File: src/design/ssmcs_pkg.sv
// Shared types, codes and chip-type tables for the SPI save-memory command sequencer.
package ssmcs_pkg;

	localparam int unsigned MAX_REQUEST_BYTES = 256;

	localparam logic [3:0] TYPE_EEP512  = 4'd0;
	localparam logic [3:0] TYPE_EEP128K = 4'd3;
	localparam logic [3:0] TYPE_FLASH_LO = 4'd4;
	localparam logic [3:0] TYPE_FLASH_HI = 4'd7;
	localparam logic [3:0] TYPE_UNKNOWN = 4'd9;

	localparam logic [1:0] MODE_READ  = 2'd0;
	localparam logic [1:0] MODE_WRITE = 2'd1;
	localparam logic [1:0] MODE_ERASE = 2'd2;
	localparam logic [1:0] MODE_NONE  = 2'd3;

	localparam logic [1:0] DIR_NONE  = 2'd0;
	localparam logic [1:0] DIR_WRITE = 2'd1;
	localparam logic [1:0] DIR_READ  = 2'd2;

	localparam logic [7:0] OP_READ  = 8'h03;
	localparam logic [7:0] OP_WRITE = 8'h02;
	localparam logic [7:0] OP_ERASE = 8'hD8;

	localparam logic [11:0] WRITE_POLL_MS = 12'd50;
	localparam logic [11:0] ERASE_POLL_MS = 12'd3000;

	typedef struct packed {
		logic [1:0]  mode;
		logic [22:0] start_address;
		logic [8:0]  byte_count;
	} req_t;

	typedef struct packed {
		logic        status;
		logic [7:0]  command_byte;
		logic [7:0]  first_address_byte;
		logic [7:0]  second_address_byte;
		logic [7:0]  third_address_byte;
		logic [1:0]  address_bytes;
		logic [7:0]  data_offset;
		logic [8:0]  data_length;
		logic [1:0]  data_direction;
		logic        write_enable_first;
		logic [11:0] busy_timeout_ms;
		logic        last;
	} desc_t;

	typedef struct packed {
		logic [7:0] cmd;
		logic [7:0] b1;
		logic [7:0] b2;
		logic [7:0] b3;
		logic [1:0] nbytes;
	} enc_t;

	typedef enum logic [1:0] {
		ST_IDLE,
		ST_CHECK,
		ST_EMIT
	} state_t;

	function automatic logic is_flash(input logic [3:0] t);
		return (t >= TYPE_FLASH_LO) && (t <= TYPE_FLASH_HI);
	endfunction

	// Capacity in bytes; zero for unknown types.
	function automatic logic [23:0] capacity(input logic [3:0] t);
		logic [23:0] c;
		unique case (t)
			4'd0: c = 24'd512;
			4'd1: c = 24'd8192;
			4'd2: c = 24'd65536;
			4'd3: c = 24'd131072;
			4'd4: c = 24'd262144;
			4'd5: c = 24'd524288;
			4'd6: c = 24'd1048576;
			4'd7: c = 24'd8388608;
			4'd8: c = 24'd32768;
			default: c = 24'd0;
		endcase
		return c;
	endfunction

	// Page size in bytes; zero means no page limit.
	function automatic logic [8:0] page_bytes(input logic [3:0] t);
		logic [8:0] p;
		unique case (t)
			4'd0: p = 9'd16;
			4'd1: p = 9'd32;
			4'd2, 4'd3: p = 9'd128;
			4'd4, 4'd5, 4'd6, 4'd7: p = 9'd256;
			default: p = 9'd0;
		endcase
		return p;
	endfunction

	// Command byte and address bytes in the type's transmit format.
	function automatic enc_t encode(input logic [3:0] t, input logic [7:0] op,
			input logic [22:0] a);
		enc_t e;
		e = '0;
		e.cmd = op;
		if (t == TYPE_EEP512) begin
			e.cmd[3] = e.cmd[3] | a[8];
			e.b1 = a[7:0];
			e.nbytes = 2'd1;
		end else if (is_flash(t)) begin
			e.b1 = {1'b0, a[22:16]};
			e.b2 = a[15:8];
			e.b3 = a[7:0];
			e.nbytes = 2'd3;
		end else begin
			if (t == TYPE_EEP128K) begin
				e.cmd[3] = e.cmd[3] | a[16];
			end
			e.b1 = a[15:8];
			e.b2 = a[7:0];
			e.nbytes = 2'd2;
		end
		return e;
	endfunction

endpackage

File: src/design/spi_save_memory_command_sequencer.sv
// Top level of the SPI save-memory command sequencer: request check and chunk sequencer.
//
// Usage: one request (read, write or sector erase, start address, byte count) is taken
// on the in channel (in_valid / in_stall / in_data) and turned into SPI transaction
// descriptors on the out channel (out_valid / out_stall / out_data). The chip type comes
// from the save_type register, written through cfg_wen / cfg_wdata; the user must write
// it only while the block idles, which the block does not enforce. Timing: the request
// is checked and its length clamped in the cycle after the transfer. A rejected request,
// a read or an erase then gives one descriptor, loaded from the check state once the
// output slot is free. A write is cut at page boundaries by one shared address adder and
// page-room subtractor, one chunk per cycle while the receiver does not stall, its first
// descriptor coming from the emit state; a write gives up to 17 descriptors.
// in_stall is high from the transfer until the last descriptor sits in the output
// register. A stalled receiver holds the output register and the chunk sequencer with
// it; the descriptor on out_data does not change while stalled.
// Reset: arst_n clears the sequencer and the output valid at once and sets save_type
// to unknown, so every request is rejected until a type is written.
module spi_save_memory_command_sequencer
	import ssmcs_pkg::*;
(
	input  logic       clk,
	input  logic       arst_n,
	input  logic       cfg_wen,
	input  logic [3:0] cfg_wdata,
	input  logic       in_valid,
	output logic       in_stall,
	input  req_t       in_data,
	output logic       out_valid,
	input  logic       out_stall,
	output desc_t      out_data
);

	state_t      state_q, state_d;
	logic [3:0]  save_type_q;
	logic [1:0]  mode_q;
	logic [22:0] addr_q;
	logic [8:0]  count_q;
	logic [8:0]  len_q;
	logic [8:0]  off_q;
	logic        out_valid_q;
	desc_t       out_data_q;

	// combinational datapath
	logic        slot_free;
	logic        reject;
	logic [23:0] cap;
	logic [23:0] room_cap;
	logic [8:0]  cnt_clamp;
	logic [8:0]  len_calc;
	logic [22:0] chunk_addr;
	logic [8:0]  rem;
	logic [8:0]  page;
	logic [8:0]  page_room;
	logic [8:0]  chunk;
	logic [8:0]  off_next;
	logic        chunk_last;
	logic [7:0]  enc_op;
	logic [22:0] enc_addr;
	enc_t        enc;
	logic        load_out;
	logic        load_len;
	logic        adv_off;
	desc_t       desc_next;

	assign slot_free = !out_valid_q || !out_stall;

	// Request check and length clamp.
	always_comb begin
		cap = capacity(save_type_q);
		reject = (save_type_q >= TYPE_UNKNOWN) || (mode_q == MODE_NONE)
			|| ((mode_q != MODE_ERASE) && (count_q == 9'd0))
			|| ({1'b0, addr_q} >= cap)
			|| ((mode_q == MODE_ERASE) && !is_flash(save_type_q));
		room_cap = cap - {1'b0, addr_q};
		cnt_clamp = (count_q > 9'(MAX_REQUEST_BYTES)) ? 9'(MAX_REQUEST_BYTES) : count_q;
		len_calc = ({15'd0, cnt_clamp} > room_cap) ? room_cap[8:0] : cnt_clamp;
	end

	// Shared chunk unit: current address, bytes left, room to the page end.
	always_comb begin
		chunk_addr = addr_q + {14'd0, off_q};
		rem = len_q - off_q;
		page = page_bytes(save_type_q);
		page_room = page - (chunk_addr[8:0] & (page - 9'd1));
		chunk = ((page != 9'd0) && (rem > page_room)) ? page_room : rem;
		off_next = off_q + chunk;
		chunk_last = (off_next >= len_q);
	end

	// One address encoder, fed from the chunk in the emit state, the request otherwise.
	always_comb begin
		enc_addr = (state_q == ST_EMIT) ? chunk_addr : addr_q;
		priority if (state_q == ST_EMIT) begin
			enc_op = OP_WRITE;
		end else if (mode_q == MODE_ERASE) begin
			enc_op = OP_ERASE;
		end else begin
			enc_op = OP_READ;
		end
		enc = encode(save_type_q, enc_op, enc_addr);
	end

	// Next state.
	always_comb begin
		state_d = state_q;
		unique case (state_q)
			ST_IDLE: begin
				if (in_valid) begin
					state_d = ST_CHECK;
				end
			end
			ST_CHECK: begin
				if (!reject && (mode_q == MODE_WRITE)) begin
					state_d = ST_EMIT;
				end else if (slot_free) begin
					state_d = ST_IDLE;
				end
			end
			ST_EMIT: begin
				if (slot_free && chunk_last) begin
					state_d = ST_IDLE;
				end
			end
			default: state_d = ST_IDLE;
		endcase
	end

	// Sequencer outputs and the descriptor to load.
	always_comb begin
		load_out = 1'b0;
		load_len = 1'b0;
		adv_off = 1'b0;
		desc_next = '0;
		unique case (state_q)
			ST_IDLE: begin
			end
			ST_CHECK: begin
				desc_next.last = 1'b1;
				if (reject) begin
					desc_next.status = 1'b1;
					load_out = slot_free;
				end else if (mode_q == MODE_WRITE) begin
					load_len = 1'b1;
				end else begin
					desc_next.command_byte = enc.cmd;
					desc_next.first_address_byte = enc.b1;
					desc_next.second_address_byte = enc.b2;
					desc_next.third_address_byte = enc.b3;
					desc_next.address_bytes = enc.nbytes;
					if (mode_q == MODE_ERASE) begin
						desc_next.write_enable_first = 1'b1;
						desc_next.busy_timeout_ms = ERASE_POLL_MS;
					end else begin
						desc_next.data_length = len_calc;
						desc_next.data_direction = DIR_READ;
					end
					load_out = slot_free;
				end
			end
			ST_EMIT: begin
				desc_next.command_byte = enc.cmd;
				desc_next.first_address_byte = enc.b1;
				desc_next.second_address_byte = enc.b2;
				desc_next.third_address_byte = enc.b3;
				desc_next.address_bytes = enc.nbytes;
				desc_next.data_offset = off_q[7:0];
				desc_next.data_length = chunk;
				desc_next.data_direction = DIR_WRITE;
				desc_next.write_enable_first = 1'b1;
				desc_next.busy_timeout_ms = WRITE_POLL_MS;
				desc_next.last = chunk_last;
				load_out = slot_free;
				adv_off = slot_free;
			end
			default: begin
			end
		endcase
	end

	// Control registers.
	always_ff @(posedge clk or negedge arst_n) begin
		if (!arst_n) begin
			state_q <= ST_IDLE;
			save_type_q <= TYPE_UNKNOWN;
			out_valid_q <= 1'b0;
		end else begin
			state_q <= state_d;
			if (cfg_wen) begin
				save_type_q <= cfg_wdata;
			end
			// Hold the descriptor until the receiver takes it; refill in the same cycle.
			if (load_out) begin
				out_valid_q <= 1'b1;
			end else if (!out_stall) begin
				out_valid_q <= 1'b0;
			end
		end
	end

	// Payload registers.
	always_ff @(posedge clk) begin
		if ((state_q == ST_IDLE) && in_valid) begin
			mode_q <= in_data.mode;
			addr_q <= in_data.start_address;
			count_q <= in_data.byte_count;
		end
		if (load_len) begin
			len_q <= len_calc;
			off_q <= 9'd0;
		end else if (adv_off) begin
			off_q <= off_next;
		end
		if (load_out) begin
			out_data_q <= desc_next;
		end
	end

	assign in_stall = (state_q != ST_IDLE);
	assign out_valid = out_valid_q;
	assign out_data = out_data_q;

	// A rejected request ends with its single descriptor.
	assert property (@(posedge clk) disable iff (!arst_n)
		out_valid && out_data.status |-> out_data.last)
		else $error("rejected descriptor without last");

	// The chunk sequencer never runs past the clamped length.
	assert property (@(posedge clk) disable iff (!arst_n)
		state_q == ST_EMIT |-> (off_q < len_q) && (len_q != 9'd0))
		else $error("chunk offset beyond request length");

	// Every write chunk carries data and is no larger than one page.
	assert property (@(posedge clk) disable iff (!arst_n)
		state_q == ST_EMIT |-> (chunk != 9'd0) && ((page == 9'd0) || (chunk <= page)))
		else $error("bad write chunk size");

	// A new descriptor is loaded only into a free output slot.
	assert property (@(posedge clk) disable iff (!arst_n)
		out_valid && out_stall && (state_q != ST_IDLE) |=> $stable(out_data))
		else $error("held descriptor overwritten");

endmodule

File: config.mk
export PLATFORM = sky130hd
export DESIGN_NAME = spi_save_memory_command_sequencer
export DESIGN_NICKNAME = d
export VERILOG_FILES = /design/src/design/ssmcs_pkg.sv /design/src/design/spi_save_memory_command_sequencer.sv
export SDC_FILE = /design/constraint.sdc
export NUM_CORES = 1
export LEC_CHECK = 0
export ABC_AREA = 1
export BUFFER_PORTS_ARGS = -buffer_cell sky130_fd_sc_hd__buf_2
export CAP_MARGIN = 0
export CORE_MARGIN = 1
export CORE_UTILIZATION = 59
export CTS_CLUSTER_SIZE = 24
export DETAILED_ROUTE_END_ITERATION = 10
export PLACE_DENSITY_LB_ADDON = 0.1
export SYNTH_ARGS = -nofsm -noshare
export SYNTH_HDL_FRONTEND = slang
export SYNTH_SLANG_ARGS = --single-unit
File: constraint.sdc
create_clock -name clk -period 6.65 [get_ports clk]
set_clock_uncertainty 0.15 [all_clocks]
set_input_delay 0.3325 -clock clk [delete_from_list [all_inputs] [get_ports clk]]
set_output_delay 0.3325 -clock clk [all_outputs]
set_load 0.03 [all_outputs]
---- Yosys cells after proc, flatten, opt, wreduce, memory -nomap -nowiden ----
Memories as Yosys holds them, arrays and structs flattened.
Index checks and enable logic that the tools add are counted.
cells by class
  add/subtract/negate cells ............... 6
  magnitude comparators ................... 8
  eq/ne operators ......................... 11
  mux-type cells .......................... 39
  bitwise logic cells ..................... 3
  reduce and logical (&&, ||, !) cells .... 22
operators with widths
  operator            count
  $mux 34             2
  $pmux 34 s2         1
  $pmux 25 s2         1
  $mux 24             2
  $mux 9              4
  $mux 16             2
  $mux 8              4
  $ge 23x24->1        1
  $gt 9x24->1         1
  $sub 24x23->24      1
  $add 23x9->23       1
  $mux 23             1
  $sub 9x9->9         2
  $mux 1              13
  $mux 13             1
  $mux 11             1
  $mux 2              5
  $add 9x9->9         1
  $and 9x9->9         1
  $ge 9x9->1          1
  $gt 9x9->1          1
  $gt 9x9->1 const B  1
  $logic_not 9->1     1
  $reduce_bool 9->1   1
  other kinds (20)    39
storage, ports and cells
  register bits ........................... 127
  ROM bits ................................ 176
  bits of input ports ..................... 43
  output and inout port bits .............. 70
  memories kept ........................... 2
memories
  name             words  width  read ports  clocked after Yosys merged registers in  wr ports  line             RTL
  (no name shown)  16     9      1           0                                        0         ssmcs_pkg.sv:70  unique case (t)
  (no name shown)  8      4      1           0                                        0         ssmcs_pkg.sv:88  unique case (t)

---- Logic depth before layout (Yosys ltp) ----
An unclocked memory read counts as a cell.
  word-level depth ........................ 13
  gate-level depth with buffers ........... 44
  mapped depth without buffers ............ 44

---- Least setup slack after synthesis ----
No wires, ideal clock.
  kind .................................... reg2reg
  start ................................... reg addr_q[0]
  end ..................................... reg state_q[0]
  library setup time ...................... 0.137 ns
  data arrival time ....................... 5.692 ns
  path slack .............................. 0.672 ns
  cell stages (with the launch flop) ...... 39
  buffers on the path ..................... 1
  clock period less this slack ............ 5.978 ns
  path through ............................ edfxtp_1 ha_1 inv_1 fa_1 ha_1 nand2_1 nor2_1 nand2_1 nor2_1 nand3_1 nand3_1 nand2_1 ha_1 nand3_1 o41ai_1 inv_1 nand2_1 clkbuf_1 [3 not listed] fa_1 nand3b_1 and2_1 o211ai_1 xnor2_1 inv_1 nand3_1 nand2_1 ha_1 nand2_1 nor2_1 nand4_1 o2111ai_1 nand2_1 a21oi_1 nand2_1 nand2_1 o21ai_0
on the way
  longest elaborated chain between the ends .. 11
  elaborated cells on any way between the ends .. 19
RTL lines
  what                            line                                      RTL
  start: declaration              spi_save_memory_command_sequencer.sv:36   logic [22:0] addr_q;
  start signal: assignment        spi_save_memory_command_sequencer.sv:204  addr_q <= in_data.start_address;
  $add 23x9->23 (*)               spi_save_memory_command_sequencer.sv:81   chunk_addr = addr_q + {14'd0, off_q};
  $and 9x9->9 (*)                 spi_save_memory_command_sequencer.sv:84   page_room = page - (chunk_addr[8:0] & (page - 9'd1));
  $sub 9x9->9 (*)                 spi_save_memory_command_sequencer.sv:84
  $gt 9x9->1                      spi_save_memory_command_sequencer.sv:85   chunk = ((page != 9'd0) && (rem > page_room)) ? page_room : rem;
  $logic_and 1x1->1               spi_save_memory_command_sequencer.sv:85
  $mux 9 (*)                      spi_save_memory_command_sequencer.sv:85
  $add 9x9->9 (*)                 spi_save_memory_command_sequencer.sv:86   off_next = off_q + chunk;
  net off_next[8]                 spi_save_memory_command_sequencer.sv:55   logic [8:0] off_next;
  $ge 9x9->1 (*)                  spi_save_memory_command_sequencer.sv:87   chunk_last = (off_next >= len_q);
  $logic_and 1x1->1 (*)           spi_save_memory_command_sequencer.sv:120  if (slot_free && chunk_last) begin
  $ne 2x1->1 (no line) (*)        n/a
  $reduce_and 3->1 (no line) (*)  n/a
  end signal: assignment          spi_save_memory_command_sequencer.sv:187  state_q <= state_d;
  end: declaration                spi_save_memory_command_sequencer.sv:33   state_t state_q, state_d;
The timed path passes the listed nets; every way through them passes the cells marked *.
A chain may end at the register's enable or synchronous reset.

---- Worst setup path in the final report ----
  start ................................... reg addr_q[0]
  end ..................................... reg state_q[1]
Same word-level chain as after synthesis.

==> impl_metrics.json <==
{
  "worstPathRequired_ps": 6730,
  "clock_latency_ps": 360,
  "finalSetupViolations": 0,
  "core_um2": 14480,
  "synth-edff-count": 96,
  "synthesis.area_um2": 8737,
  "rows": 44,
  "io_pins": 113,
  "startpoint_type": "flip-flop",
  "min_path_type": "in2reg",
  "slew_headroom": 0.4195,
  "drive_gt1_frac": 0.1734,
  "path_class": "reg2reg",
  "syn_inst": 1151,
  "finalCritPeriodShare": 0.9572,
  "netlist.area_leader.share": 0.3299,
  "num_antenna_cells": 0,
  "r2r_start": "addr_q[0]$_DFFE_PP_",
  "ys.flop_type": "edfxtp_1",
  "grt-ovfl-total": 0,
  "worstPathMaxFanout": 4,
  "cts_tree": "yes",
  "worstHoldStart": "in_data[19]",
  "cpMaxStageDelayCell": "fa_2",
  "synth_seq_cells": 112,
  "io_buffers": 106,
  "dr.pass1.iters": 5,
  "grt_pass1_vias": 7202,
  "final_max_slew_viol_count": 0,
  "wl_per_cell_um": 16.33,
  "p_leak_nw": 5.087,
  "start_util": 0.6034,
  "drc": 0,
  "place_congestion": 0.9791,
  "grt_pass1_wl_um": 36420,
  "hold_violations": 0,
  "clock_sinks": 112,
  "critPathMaxStageDelay_ps": 590,
  "routed_wl_um": 24290,
  "num_vias": 8251,
  "critPathArrivalTime_ps": 6440,
  "async_flop_share": 0.06250,
  "cts_buffers": 9,
  "status": "finished, final reports clean",
  "synth_top_cells_by_area": "edfxtp_1 33%, nand2_1 13%, ha_1 10%",
  "dp_hpwl_um": 18970,
  "die-area_um2": 15300,
  "ys_types": 51,
  "power_mw": 4.763,
  "crit_buf_inv": 5,
  "cpMostUsedCell": "nand2_1",
  "p_per_area_nw_per_um2": 465.0,
  "synth.largest_area_cell": "edfxtp_1",
  "grt_max_degree": 35,
  "worst_slew_pin_slew_ps": 868.8,
  "cap_violations": 0,
  "rr_worst_depth": 38,
  "holdPathEnd": "addr_q[10]$_DFFE_PP_",
  "period_needed_ps": 6365,
  "crit_family": "adder cells",
  "area_delta_synth_final_pct": 17.24,
  "cts-htree-levels": 3,
  "r2r_slack_ps": 280,
  "cts_root_buffer": "clkbuf_16",
  "grt.total_usage": 0.3204,
  "synth_warnings": 0,
  "ir_drop_v": 0.0002577,
  "clock.fmax_mhz": 157.1,
  "die_w_um": 123.7,
  "tns_ps": 0,
  "ys_seq_area_frac": 0.3709,
  "die_h_um": 123.7,
  "syn_area_per_cell_um2": 7.591,
  "drt_iter0_markers": 626,
  "antenna_found_initial": 0,
  "ant_nets": 0,
  "vias_per_cell": 5.549,
  "r2r-end": "state_q[1]$_DFFE_PN0P_",
  "end_kind": "flip-flop",
  "nets": 1416,
  "hold_depth": 1,
  "clock_path_buffers": 2,
  "path_clk_slew_ps": 70
}
[flip-flops by register name (all words and copies together), names as in the netlist]
register / flops
len_q: 9
out_valid: 1
save_type_q: 4
state_q: 2
mode_q: 2
count_q: 9
off_q: 9
out_data: 53
addr_q: 23
[metrics by stage]
stage                     hold slack, ps  area [um^2]  instances  worst slack, ps  utilization
after floorplan                   -113.1         8756       1156            671.7            -
after global placement             42.10         9447       1430            391.5       0.6524
after detailed placement           45.97         9447       1430            158.1       0.6524
after CTS                          5.200        10030       1475            73.65       0.6924
after global routing              0.2506        10240       1487           -140.6       0.7075
final                              8.689        10240       1487            284.7       0.7075
[kinds of logic after synthesis]
kind of cell,after synthesis,synth area share
and+or+nand+nor,566,0.2878
AOI/OAI and AO/OA,135,0.08793
xor gates and xnor gates,37,0.03709
DFF,112,0.3709
adders and majority gates,75,0.1100
buffers and inverters,225,0.1058
other,1,0.0004292
[area by class of cell]
| type | count | area [um^2] |
|---|---|---|
| Multi-Input combinational cell | 819 | 4722 |
| Clock buffer | 11 | 232.7 |
| Clock inverter | 5 | 56.30 |
| Inverter | 194 | 730.7 |
| Fill cell | 1235 | 4235 |
| Tap cell | 184 | 230.2 |
| Timing Repair Buffer | 162 | 1027 |
| Sequential cell | 112 | 3244 |
[layer usage]
metal,track usage,vias to the layer above,wire (um)
met5,0,-,0
met4,0.1152,0,663
met3,0.03938,42,1998
met2,0.5135,379,11170
met1,0.4439,3794,10460
li1,-,4036,-
[timing repair]
action	CTS	global route
gates resized for setup	0	39
buffers inserted	0	12
hold buffers	29	0
hold endpoints to repair	35	0
endpoints found under the setup margin	0	3
[synth_stat cells, types with 5 or more instances]
library cell  number
nand3b_1           5
xnor2_1           10
nand2_1          301
nor2_4             5
nand4_1           19
inv_2              8
edfxtp_1          96
o211ai_1          10
nand3_1           86
o21ai_0           48
a21oi_1           50
and2_1            10
inv_1            180
a211oi_1           8
dfxtp_1            9
clkbuf_1           9
buf_4             16
nor2_1            90
ha_1              72
clkinv_1           5
xor2_1            27
nand2_2           14
dfrtp_1            5
nor3_1            17
[layout by cell type, fill, tap and decap left out, drive strengths merged, types with 9 or more instances in the layout]
master	instances
nand2	315
inv	190
buf	133
nor2	100
edfxtp	96
nand3	91
ha	72
a21oi	51
o21ai	50
dlygate4sd3	29
xor2	27
nand4	19
nor3	19
clkbuf	11
o211ai	10
xnor2	10
and2	10
dfxtp	9
[worst max-delay path by stage]
stage / slack, ps / depth (start not counted) / to / start
3_3_place_gp: 390 / 39 / state_q[1]$_DFFE_PN0P_ / off_q[0]$_SDFFE_PP0P_
2_1_floorplan: 670 / 38 / state_q[0]$_DFFE_PN0P_ / addr_q[0]$_DFFE_PP_
3_5_place_dp: 160 / 39 / state_q[1]$_DFFE_PN0P_ / addr_q[0]$_DFFE_PP_
6_report: 280 / 38 / state_q[1]$_DFFE_PN0P_ / addr_q[0]$_DFFE_PP_
4_1_cts: 70 / 39 / state_q[1]$_DFFE_PN0P_ / addr_q[0]$_DFFE_PP_
5_1_grt: -140 / 38 / state_q[1]$_DFFE_PN0P_ / addr_q[0]$_DFFE_PP_
[report_power, final]
group / switching [mW] / internal [mW] / leakage, nW / total (mW)
Sequential: 0.123 / 0.976 / 1.06 / 1.10
Clock: 0.251 / 0.293 / 0.140 / 0.544
Combinational: 2.00 / 1.12 / 3.88 / 3.12
(Power assumes the default switching activity.)
